===== src/rtl/core/ost_pkg.sv =====
// Package for the one-shot timer slot bank: sizes, command codes and the
// controller/datapath command and status structs. No dependencies.
package ost_pkg;

  localparam int SLOT_COUNT   = 16;
  localparam int CMD_W        = 2;
  localparam int SLOT_FIELD_W = 4;
  localparam int DELAY_W      = 31;
  localparam int TICK_W       = 32;

  // Width that holds both a request slot field and any slot index of the bank.
  localparam int SLOT_SEL_W =
    ($clog2(SLOT_COUNT) > SLOT_FIELD_W) ? $clog2(SLOT_COUNT) : SLOT_FIELD_W;

  localparam logic [CMD_W-1:0] CMD_TICK = 2'd0;
  localparam logic [CMD_W-1:0] CMD_ARM  = 2'd1;
  localparam logic [CMD_W-1:0] CMD_STOP = 2'd2;

  typedef struct packed {
    logic write_arm;   // load expiry and set active for the addressed slot
    logic write_stop;  // clear active for the addressed slot
    logic capture;     // latch the expired set and clear those slots
    logic load_out;    // move the lowest pending slot into the output register
  } ost_ctrl_t;

  typedef struct packed {
    logic hit_any;      // some active slot expires at or before the presented tick
    logic last_pending; // the pending slot about to be loaded is the final one
    logic out_free;     // output register can take a new result this cycle
  } ost_status_t;

endpackage


===== src/rtl/core/ost_if.sv =====
// Request and result channel interfaces of the timer slot bank.
// Depends on ost_pkg for field widths.
interface ost_req_if;
  logic                             valid;
  logic                             ready;
  logic [ost_pkg::CMD_W-1:0]        cmd;
  logic [ost_pkg::SLOT_FIELD_W-1:0] slot;
  logic [ost_pkg::DELAY_W-1:0]      delay;
  logic [ost_pkg::TICK_W-1:0]       now_tick;

  modport source (output valid, cmd, slot, delay, now_tick, input ready);
  modport sink (input valid, cmd, slot, delay, now_tick, output ready);
endinterface

interface ost_rsp_if;
  logic                             valid;
  logic                             ready;
  logic [ost_pkg::SLOT_FIELD_W-1:0] fired_slot;
  logic                             last_fired;

  modport source (output valid, fired_slot, last_fired, input ready);
  modport sink (input valid, fired_slot, last_fired, output ready);
endinterface


===== src/rtl/core/ost_datapath.sv =====
// Slot state, expiry compare, pending set and result register.
// Depends on ost_pkg and ost_rsp_if; driven by ost_controller commands.
module ost_datapath (
  input  logic                             clk,
  input  logic                             rst,
  input  logic [ost_pkg::SLOT_FIELD_W-1:0] slot,
  input  logic [ost_pkg::DELAY_W-1:0]      delay,
  input  logic [ost_pkg::TICK_W-1:0]       now_tick,
  input  ost_pkg::ost_ctrl_t               ctrl,
  output ost_pkg::ost_status_t             status,
  ost_rsp_if.source                        result
);

  logic [ost_pkg::SLOT_COUNT-1:0] active;
  logic [ost_pkg::TICK_W-1:0]     expiry [ost_pkg::SLOT_COUNT];
  logic [ost_pkg::SLOT_COUNT-1:0] pend;
  logic [ost_pkg::SLOT_COUNT-1:0] hit;
  logic [ost_pkg::SLOT_COUNT-1:0] sel;
  logic [ost_pkg::SLOT_COUNT-1:0] low;
  logic [ost_pkg::SLOT_COUNT-1:0] rest;
  logic [ost_pkg::SLOT_SEL_W-1:0] low_idx;
  logic [ost_pkg::SLOT_SEL_W-1:0] slot_ext;
  logic [ost_pkg::TICK_W-1:0]     arm_expiry;
  logic                           out_valid;
  logic [ost_pkg::SLOT_FIELD_W-1:0] fired_slot;
  logic                           last_fired;

  assign slot_ext   = ost_pkg::SLOT_SEL_W'(slot);
  assign arm_expiry = now_tick + ost_pkg::TICK_W'(delay);

  always_comb begin
    for (int i = 0; i < ost_pkg::SLOT_COUNT; i++) begin
      sel[i] = (slot_ext == ost_pkg::SLOT_SEL_W'(i));
      hit[i] = active[i] && (expiry[i] <= now_tick);
    end
  end

  // Isolate the lowest pending slot and encode it.
  assign low  = pend & (~pend + ost_pkg::SLOT_COUNT'(1));
  assign rest = pend & ~low;

  always_comb begin
    low_idx = '0;
    for (int i = 0; i < ost_pkg::SLOT_COUNT; i++) begin
      if (low[i]) low_idx = low_idx | ost_pkg::SLOT_SEL_W'(i);
    end
  end

  assign status.hit_any      = |hit;
  assign status.last_pending = (rest == '0);
  assign status.out_free     = !out_valid || result.ready;

  always_ff @(posedge clk) begin
    for (int i = 0; i < ost_pkg::SLOT_COUNT; i++) begin
      if (ctrl.write_arm && sel[i]) expiry[i] <= arm_expiry;
    end
    if (ctrl.load_out) begin
      fired_slot <= low_idx[ost_pkg::SLOT_FIELD_W-1:0];
      last_fired <= (rest == '0);
    end
    if (rst) begin
      active    <= '0;
      pend      <= '0;
      out_valid <= 1'b0;
    end else begin
      if (ctrl.write_arm) active <= active | sel;
      else if (ctrl.write_stop) active <= active & ~sel;
      else if (ctrl.capture) active <= active & ~hit;
      if (ctrl.capture) pend <= hit;
      else if (ctrl.load_out) pend <= rest;
      if (ctrl.load_out) out_valid <= 1'b1;
      else if (result.ready) out_valid <= 1'b0;
    end
  end

  assign result.valid      = out_valid;
  assign result.fired_slot = fired_slot;
  assign result.last_fired = last_fired;

  a_capture_empty: assert property (@(posedge clk) disable iff (rst)
    ctrl.capture |-> (pend == '0))
    else $error("tick captured while results still pending");
  a_load_nonempty: assert property (@(posedge clk) disable iff (rst)
    ctrl.load_out |-> (pend != '0))
    else $error("result loaded with no pending slot");
  a_last_drains: assert property (@(posedge clk) disable iff (rst)
    ctrl.load_out && status.last_pending |=> (pend == '0))
    else $error("pending set not empty after final result");
  a_load_shows: assert property (@(posedge clk) disable iff (rst)
    ctrl.load_out |=> result.valid)
    else $error("loaded result not presented");

endmodule


===== src/rtl/core/ost_controller.sv =====
// Controller for the timer slot bank: decodes requests and sequences result
// emission. Depends on ost_pkg; commands ost_datapath.
module ost_controller (
  input  logic                      clk,
  input  logic                      rst,
  input  logic                      req_valid,
  input  logic [ost_pkg::CMD_W-1:0] req_cmd,
  output logic                      req_ready,
  input  ost_pkg::ost_status_t      status,
  output ost_pkg::ost_ctrl_t        ctrl
);

  typedef enum logic {
    ST_IDLE,
    ST_FIRE
  } state_t;

  state_t state;
  logic   accept;

  assign req_ready = (state == ST_IDLE);
  assign accept    = req_valid && req_ready;

  always_comb begin
    ctrl.write_arm  = accept && (req_cmd == ost_pkg::CMD_ARM);
    ctrl.write_stop = accept && (req_cmd == ost_pkg::CMD_STOP);
    ctrl.capture    = accept && (req_cmd == ost_pkg::CMD_TICK);
    ctrl.load_out   = (state == ST_FIRE) && status.out_free;
  end

  always_ff @(posedge clk) begin
    if (rst) begin
      state <= ST_IDLE;
    end else begin
      case (state)
        ST_IDLE: begin
          if (ctrl.capture && status.hit_any) state <= ST_FIRE;
        end
        ST_FIRE: begin
          if (status.out_free && status.last_pending) state <= ST_IDLE;
        end
        default: state <= ST_IDLE;
      endcase
    end
  end

endmodule


===== src/rtl/core/one_shot_timer_slots_core.sv =====
// Bank of one-shot timer slots. Arm and stop requests update the addressed slot.
// A tick request compares all slots, latches the expired set as pending, then
// emits one result per cycle, one per expired slot (up to 16), through the
// output register, slower while the result side stalls; the first result is
// registered in the pending set and sequencer state first. Synchronous reset
// clears active bits, pending set, output valid and the sequencer; expiry registers are not reset.
module one_shot_timer_slots_core (
  input  logic       clk,
  input  logic       rst,
  ost_req_if.sink    request,
  ost_rsp_if.source  result
);

  // Command and status between the sequencer and the slot datapath.
  ost_pkg::ost_ctrl_t   ctrl;
  ost_pkg::ost_status_t status;

  // Sequencer: accepts requests only while no tick is emitting results,
  // so expired slots drain in ascending order before the next request.
  ost_controller u_ctrl (
    .clk       (clk),
    .rst       (rst),
    .req_valid (request.valid),
    .req_cmd   (request.cmd),
    .req_ready (request.ready),
    .status    (status),
    .ctrl      (ctrl)
  );

  // Datapath: slot registers, parallel expiry compare, pending set with
  // lowest-first pick, and the registered result stage that holds a result
  // while the sink stalls; once the final result is loaded, new requests are let in.
  ost_datapath u_dp (
    .clk      (clk),
    .rst      (rst),
    .slot     (request.slot),
    .delay    (request.delay),
    .now_tick (request.now_tick),
    .ctrl     (ctrl),
    .status   (status),
    .result   (result)
  );

endmodule

===== src/flat_wrapper.sv =====
// flat-port wrapper written by rule: the top's interface ports become plain ports
module one_shot_timer_slots_core_flat 
  (clk, rst, request_valid, request_cmd, request_slot, request_delay, request_now_tick, request_ready, result_valid, result_fired_slot, result_last_fired, result_ready);
  ost_req_if request_i ();
  ost_rsp_if result_i ();
  input  logic clk;
  input  logic rst;
  input wire logic [$bits(request_i.valid)-1:0] request_valid;
  input wire logic [$bits(request_i.cmd)-1:0] request_cmd;
  input wire logic [$bits(request_i.slot)-1:0] request_slot;
  input wire logic [$bits(request_i.delay)-1:0] request_delay;
  input wire logic [$bits(request_i.now_tick)-1:0] request_now_tick;
  output wire logic [$bits(request_i.ready)-1:0] request_ready;
  output wire logic [$bits(result_i.valid)-1:0] result_valid;
  output wire logic [$bits(result_i.fired_slot)-1:0] result_fired_slot;
  output wire logic [$bits(result_i.last_fired)-1:0] result_last_fired;
  input wire logic [$bits(result_i.ready)-1:0] result_ready;
  assign request_i.valid = request_valid;
  assign request_i.cmd = request_cmd;
  assign request_i.slot = request_slot;
  assign request_i.delay = request_delay;
  assign request_i.now_tick = request_now_tick;
  assign request_ready = request_i.ready;
  assign result_valid = result_i.valid;
  assign result_fired_slot = result_i.fired_slot;
  assign result_last_fired = result_i.last_fired;
  assign result_i.ready = result_ready;
  one_shot_timer_slots_core u_core (.clk(clk), .rst(rst), .request(request_i), .result(result_i));
endmodule

===== config.mk =====
export PLATFORM = sky130hd
export DESIGN_NAME = one_shot_timer_slots_core_flat
export DESIGN_NICKNAME = d
export VERILOG_FILES = /design/src/rtl/core/ost_pkg.sv /design/src/rtl/core/ost_if.sv /design/src/rtl/core/ost_datapath.sv /design/src/rtl/core/ost_controller.sv /design/src/rtl/core/one_shot_timer_slots_core.sv /design/src/flat_wrapper.sv
export SDC_FILE = /design/constraint.sdc
export NUM_CORES = 1
export LEC_CHECK = 0
export ABC_AREA = 1
export BUFFER_PORTS_ARGS = -buffer_cell sky130_fd_sc_hd__buf_2
export CORE_MARGIN = 2
export CORE_UTILIZATION = 55
export DETAILED_ROUTE_END_ITERATION = 8
export GPL_ROUTABILITY_DRIVEN = 0
export GPL_TIMING_DRIVEN = 1
export PLACE_DENSITY = 0.76
export SLEW_MARGIN = 20
export SYNTH_ARGS = -nofsm -noshare
export SYNTH_HDL_FRONTEND = slang
export SYNTH_SLANG_ARGS = --single-unit

===== constraint.sdc =====
create_clock -name clk -period 5.58 [get_ports clk]
set_input_delay 1.116 -clock clk [delete_from_list [all_inputs] [get_ports clk]]
set_output_delay 1.116 -clock clk [all_outputs]
set_load 0.05 [all_outputs]

# Word level (Yosys, flattened, before mapping)
# Memories as Yosys holds them, arrays and structs flattened.
# Cells that the tools add are included.
# totals
register_bits,39
ram_bits,512
in_bits,73
output_inout_bits,7
word_cells,219
memories,1
# op_classes
addsub,2
order_cmp,16
eq_ne,17
mux,98
bitwise,10
reduce_logical,66
# memory_table
name,words,width,rd,rd_clocked_by_memory_dff,write_ports,line_no,rtl
u_core.u_dp.expiry,16,32,16,0,1,ost_datapath.sv:15,logic [ost_pkg::TICK_W-1:0] expiry [ost_pkg::SLOT_COUNT];
# op_table
cell,count
32-bit less-or-equal comparator,16
32-bit 2-to-1 mux,15
32-bit OR reduction,15
16-bit 2-to-1 mux,5
16-bit AND,4
16-bit inverter,4
4-bit 2-to-1 mux,15
1-bit 2-to-1 mux,54
1-bit logical AND,39
32-bit by 31-bit adder with 32-bit output,1
"4-bit equality test, second input constant",8
"16-bit by 1-bit adder with 16-bit output, second input constant",1
"4-bit by 3-bit equality test with 1-bit output, second input constant",4
16-bit logical NOT,1
16-bit OR,1
16-bit OR reduction,1
3-bit 2-to-1 mux,4
"4-bit by 2-bit equality test with 1-bit output, second input constant",2
2-bit 2-to-1 mux,4
8-bit OR reduction,1
"4-bit by 1-bit equality test with 1-bit output, second input constant",1
4-bit logical NOT,1
2-bit nonzero test,2
4-bit OR reduction,1
other kinds (9),9

# Depth between registers and ports, before layout
# logic_depth
ltp_word,22
depth_mapped,20
mapped_depth_nobuf,20

# Hierarchy
# Synthesis repeated with hierarchy kept, for this count alone.
# unflattened
cells_unflattened,2856
hier_area_um2,30978.5
# modules_own_cells
module,n_inst,cells_per_inst,area_per_inst_um2
ost_datapath,1,2839,30890.9
ost_controller,1,17,87.6

# Worst setup path before layout
# Ideal clock, no wire load.
# synth_timing
kind,input -> register
startpoint,input request_valid
endpoint,"memory u_core.u_dp.expiry[0][160] (netlist bit), enable pin"
setup_ns,0.464
arrival_time_ns,3.762
required_time_ns,5.116
path_slack_ns,1.354
cell_stages,4
cell_sequence,nand2_1 nor3_1 inv_1 nor3_1
# synth_between
elab_chain_cells,21
word_cells_on_any_way,95
classes_between,mux: 62; reduce/logical: 33
# synth_lines
element,line_no,rtl
start: declaration,flat_wrapper.sv:8,input wire logic [$bits(request_i.valid)-1:0] request_valid;
1-bit logical AND (*),ost_controller.sv:22,assign accept = req_valid && req_ready;
1-bit logical AND (*),ost_controller.sv:25,ctrl.write_arm = accept && (req_cmd == ost_pkg::CMD_ARM);
1-bit logical AND,ost_datapath.sv:55,if (ctrl.write_arm && sel[i]) expiry[i] <= arm_expiry;
1-bit 2-to-1 mux,ost_datapath.sv:55,
1-bit 2-to-1 mux (not written as such),ost_datapath.sv:55,
32-bit OR reduction (no line),--,
4-bit 2-to-1 mux (no line) / 1-bit 2-to-1 mux (equally long branches) (15 in a row),--,
end: declaration,ost_datapath.sv:15,
# Every way passes the cells marked *; elsewhere a longest branch is shown, timed or not.

# Worst setup path in the final report
# layout_timing
startpoint,input request_now_tick[0]
endpoint,"memory u_core.u_dp.expiry[1][182] (netlist bit), data pin"
# layout_between
elab_chain_cells,16
# layout_lines
element,line_no,rtl
start: declaration,flat_wrapper.sv:12,input wire logic [$bits(request_i.now_tick)-1:0] request_now_tick;
32-bit by 31-bit adder with 32-bit output (*),ost_datapath.sv:29,assign arm_expiry = now_tick + ost_pkg::TICK_W'(delay);
via u_core.u_dp.arm_expiry (one bit),ost_datapath.sv:23,logic [ost_pkg::TICK_W-1:0] arm_expiry;
32-bit 2-to-1 mux (no line) (14 in a row),--,
32-bit 2-to-1 mux (no line) (*),--,
# The timed path passes the listed nets; every way through them passes the cells marked *.

==> impl_metrics.env <==
export IMPL_worst_hold_slack_ns=0.512
export IMPL_proportion_of_layout_cells_with_a_drive_suffix_above_1_pct=8.41
export IMPL_post_synth_edffs=517
export IMPL_ys_ff_latch=551
export IMPL_p_seq_share_pct=47.0
export IMPL_post_cts_resized_instances=0
export IMPL_cts_buf_count=59
export IMPL_grt_overall_usage_pct=29.5
export IMPL_std_cell_rows=86
export IMPL_initial_antenna_violation_count=3
export IMPL_antenna_cells=0
export IMPL_critical_path_endpoint_type="flop"
export IMPL_vdd_drop_max_mv=0.253
export IMPL_syn_inst=2791
export IMPL_drv_slew=0
export IMPL_drt_first_pass_iters=7
export IMPL_synthesis_area_mm2=0.0308
export IMPL_grt_pass1_vias=23200
export IMPL_postRouteWirelength_um=83500
export IMPL_synth_lib_cells_used_distinct=46
export IMPL_post_synth_main_area_contributors="sky130_fd_sc_hd__edfxtp_1 (50%), sky130_fd_sc_hd__ha_1 (22%), sky130_fd_sc_hd__nand2_1 (7.5%)"
export IMPL_cts_hold_buffers=0
export IMPL_overflow=0
export IMPL_routedWlPerCell_um=22.2
export IMPL_grt_pass1_wl_um=127000
export IMPL_core_region_area_mm2=0.0552
export IMPL_finalCritPeriodShare_pct=71.7
export IMPL_drtAntennaViolNets=0
export IMPL_dieWidth_um=240
export IMPL_result_of_the_run="finished, final reports clean"
export IMPL_clock_root_buffer="sky130_fd_sc_hd__clkbuf_16"
export IMPL_finalSetupViolCount=0
export IMPL_mappedNetlistNets=3408
export IMPL_tritoncts="done"
export IMPL_crit_arrival_ns=4.43
export IMPL_clkPwrFrac_pct=40.8
export IMPL_drc_errors=0
export IMPL_buffer_ports_inserted=79
export IMPL_synth_top_cell_by_area="sky130_fd_sc_hd__edfxtp_1"
export IMPL_drt_vias_per_instance=6.01
export IMPL_timing_max_cap_violations=0
export IMPL_share_comb_of_total_power_pct=12.1
export IMPL_yosys_most_used_dff="sky130_fd_sc_hd__edfxtp_1"
export IMPL_die_area_mm2=0.0578
export IMPL_synth_cells_most_frequent="sky130_fd_sc_hd__nand2_1 (618), sky130_fd_sc_hd__ha_1 (543), sky130_fd_sc_hd__edfxtp_1 (517), sky130_fd_sc_hd__a21oi_1 (290), sky130_fd_sc_hd__inv_1 (219)"
export IMPL_clock_sink_count=551
export IMPL_post_layout_nets=3590
export IMPL_route_vias_total=22600
export IMPL_path_class="primary input to flop"
export IMPL_worst_setup_hold_path_clk_slew_ns=0.06
export IMPL_hold_violation_total_from_the_final_report=0
export IMPL_post_cts_buffers=0
export IMPL_floorplan_die_height_um=240
export IMPL_clk_latency_ns=0.64
export IMPL_1st_iter_drt_viols=2360
export IMPL_cts_max_path_buffers=3
export IMPL_seq_area_frac_synth_pct=52.7
export IMPL_postSynth_asyncResetShare_pct=0
export IMPL_post_dp_hpwl_um=58400
export IMPL_sw_ratio_pct=25.3
export IMPL_rsz0062_at_grt="false"
export IMPL_area_growth_syn_to_layout_pct=12.3
export IMPL_crit_fanout=17
export IMPL_achievable_frequency_ghz=0.250
export IMPL_clock_skew_ns=0.0294
export IMPL_total_power_w=0.0101
export IMPL_io_pins=80
export IMPL_worst_slew_margin_rel_pct=20.2
export IMPL_yosys_warnings=0
export IMPL_cellInternalPower_w=0.00755
export IMPL_leak_nw=14.7
export IMPL_dpl_cell_count=3660
export IMPL_initial_utilization_pct=55.7
export IMPL_finalNonFillerCells=3767
export IMPL_post_synth_cell_area_avg_um2=11.0
export IMPL_synthDominantCellAreaShare_pct=50.5
export IMPL_netsw_w=0.00256
export IMPL_final_period_minus_worst_setup_slack_ns=4.00
export IMPL_pin_count_of_the_biggest_net_entering_global_routing=34
export IMPL_synth_most_common_cell="sky130_fd_sc_hd__nand2_1"
export IMPL_power_per_cell_area_mw_per_mm2=292
export IMPL_cts_htree_levels=2
export IMPL_finalSetupTns_ns=0
export IMPL_cp_start_kind="primary input"
export IMPL_tightest_slew_ns=1.19
export IMPL_hold_path_class="flop to flop"
export IMPL_worstPathRequired_ns=6.01
[kinds of logic after synthesis]
| family | Yosys count | share of synthesized area [%] |
|---|---|---|
| compound gates | 485 | 8.92 |
| xor+xnor | 29 | 0.826 |
| fa+ha+maj | 544 | 22.2 |
| buf+inv | 230 | 2.81 |
| flops | 551 | 52.7 |
| simple gates | 952 | 12.6 |
[registers in the layout, indices dropped and copies added (netlist names)]
register                       flops
u_core.u_dp.result.fired_slot      4
u_core.u_dp.pend                  16
u_core.u_ctrl.state                1
u_core.u_dp.active                16
u_core.u_dp.result.last_fired      1
u_core.u_dp.result.valid           1
u_core.u_dp.expiry               512
[metrics by stage]
step / utilization (%) / area [um^2] / setup WS [ns]
global route: 62.6 / 34600 / 1.44
floorplan: - / 30800 / 1.35
finish: 62.6 / 34600 / 1.58
global placement: 58.9 / 32500 / 1.03
detailed placement: 58.9 / 32500 / 0.812
CTS: 62.6 / 34500 / 1.49
[area by class of cell]
class / instances / area [um^2]
Clock buffer: 64 / 1520
Clock inverter: 43 / 504
Fill cell: 4161 / 20600
Inverter: 223 / 837
Multi-Input combinational cell: 2010 / 13800
Sequential cell: 551 / 16200
Tap cell: 748 / 936
Timing Repair Buffer: 128 / 776
[worst paths after layout]
kind                            slack [ns]                    endpoint                       start  cells after the start
worst min register to register        0.51         u_core.u_ctrl.state         u_core.u_ctrl.state                      2
worst max-delay path                  1.58  u_core.u_dp.expiry[1][182]         request_now_tick[0]                     13
worst max register to register        2.83         u_core.u_ctrl.state  u_core.u_dp.expiry[1][255]                     14
worst min-delay path                  0.51         u_core.u_ctrl.state         u_core.u_ctrl.state                      2
[power groups by stage]
stage	registers [W]	clock network (W)	logic [W]
after floorplan	0.00484	0	0.000660
after global placement	0.00484	0	0.00113
after detailed placement	0.00484	0	0.00119
after CTS	0.00475	0.00415	0.00120
after global routing	0.00475	0.00432	0.00134
final	0.00475	0.00413	0.00123
[worst max-delay path: stages]
cell                       delay (ns)
sky130_fd_sc_hd__buf_2           0.38
sky130_fd_sc_hd__ha_1            0.26
sky130_fd_sc_hd__inv_1           0.06
sky130_fd_sc_hd__fa_1            0.44
sky130_fd_sc_hd__o21ai_2         0.26
sky130_fd_sc_hd__a21oi_2         0.15
sky130_fd_sc_hd__o31ai_2         0.48
sky130_fd_sc_hd__a21boi_1        0.25
sky130_fd_sc_hd__o21ai_1         0.24
sky130_fd_sc_hd__nand2_1         0.07
sky130_fd_sc_hd__nand2_1         0.07
sky130_fd_sc_hd__xor2_1          0.32
sky130_fd_sc_hd__buf_4           0.33
[per-layer routing]
| metal | global-route usage (%) | part of all wire, % |
|---|---|---|
| met5 | 0 | 0.032 |
| met4 | 15.1 | 5.0 |
| met3 | 4.67 | 10 |
| met2 | 47.3 | 45 |
| met1 | 38.7 | 39 |
[layout by cell type, fill, tap and decap left out, types with 6 or more instances in the layout]
master	netlist	routed
sky130_fd_sc_hd__clkinv_1	1	15
sky130_fd_sc_hd__clkinvlp_4	0	6
sky130_fd_sc_hd__nand3_1	42	42
sky130_fd_sc_hd__o21ai_0	79	79
sky130_fd_sc_hd__bufinv_16	0	11
sky130_fd_sc_hd__a31oi_1	12	12
sky130_fd_sc_hd__nor2_1	194	193
sky130_fd_sc_hd__buf_4	0	48
sky130_fd_sc_hd__xnor2_1	11	7
sky130_fd_sc_hd__ha_1	543	543
sky130_fd_sc_hd__a21oi_1	290	290
sky130_fd_sc_hd__clkbuf_16	0	60
sky130_fd_sc_hd__nand2_1	618	618
sky130_fd_sc_hd__clkinv_2	0	11
sky130_fd_sc_hd__nor3_2	0	6
sky130_fd_sc_hd__dfxtp_1	34	34
sky130_fd_sc_hd__o211ai_1	12	12
sky130_fd_sc_hd__nor4_1	11	11
sky130_fd_sc_hd__inv_1	219	218
sky130_fd_sc_hd__nor3_1	27	21
sky130_fd_sc_hd__edfxtp_1	517	517
sky130_fd_sc_hd__o21bai_1	15	15
sky130_fd_sc_hd__o2111ai_1	15	15
sky130_fd_sc_hd__buf_2	0	79
sky130_fd_sc_hd__xor2_1	18	14
sky130_fd_sc_hd__o21a_1	33	33
sky130_fd_sc_hd__nand4_1	46	46
Power figures use the tool's default switching activity.
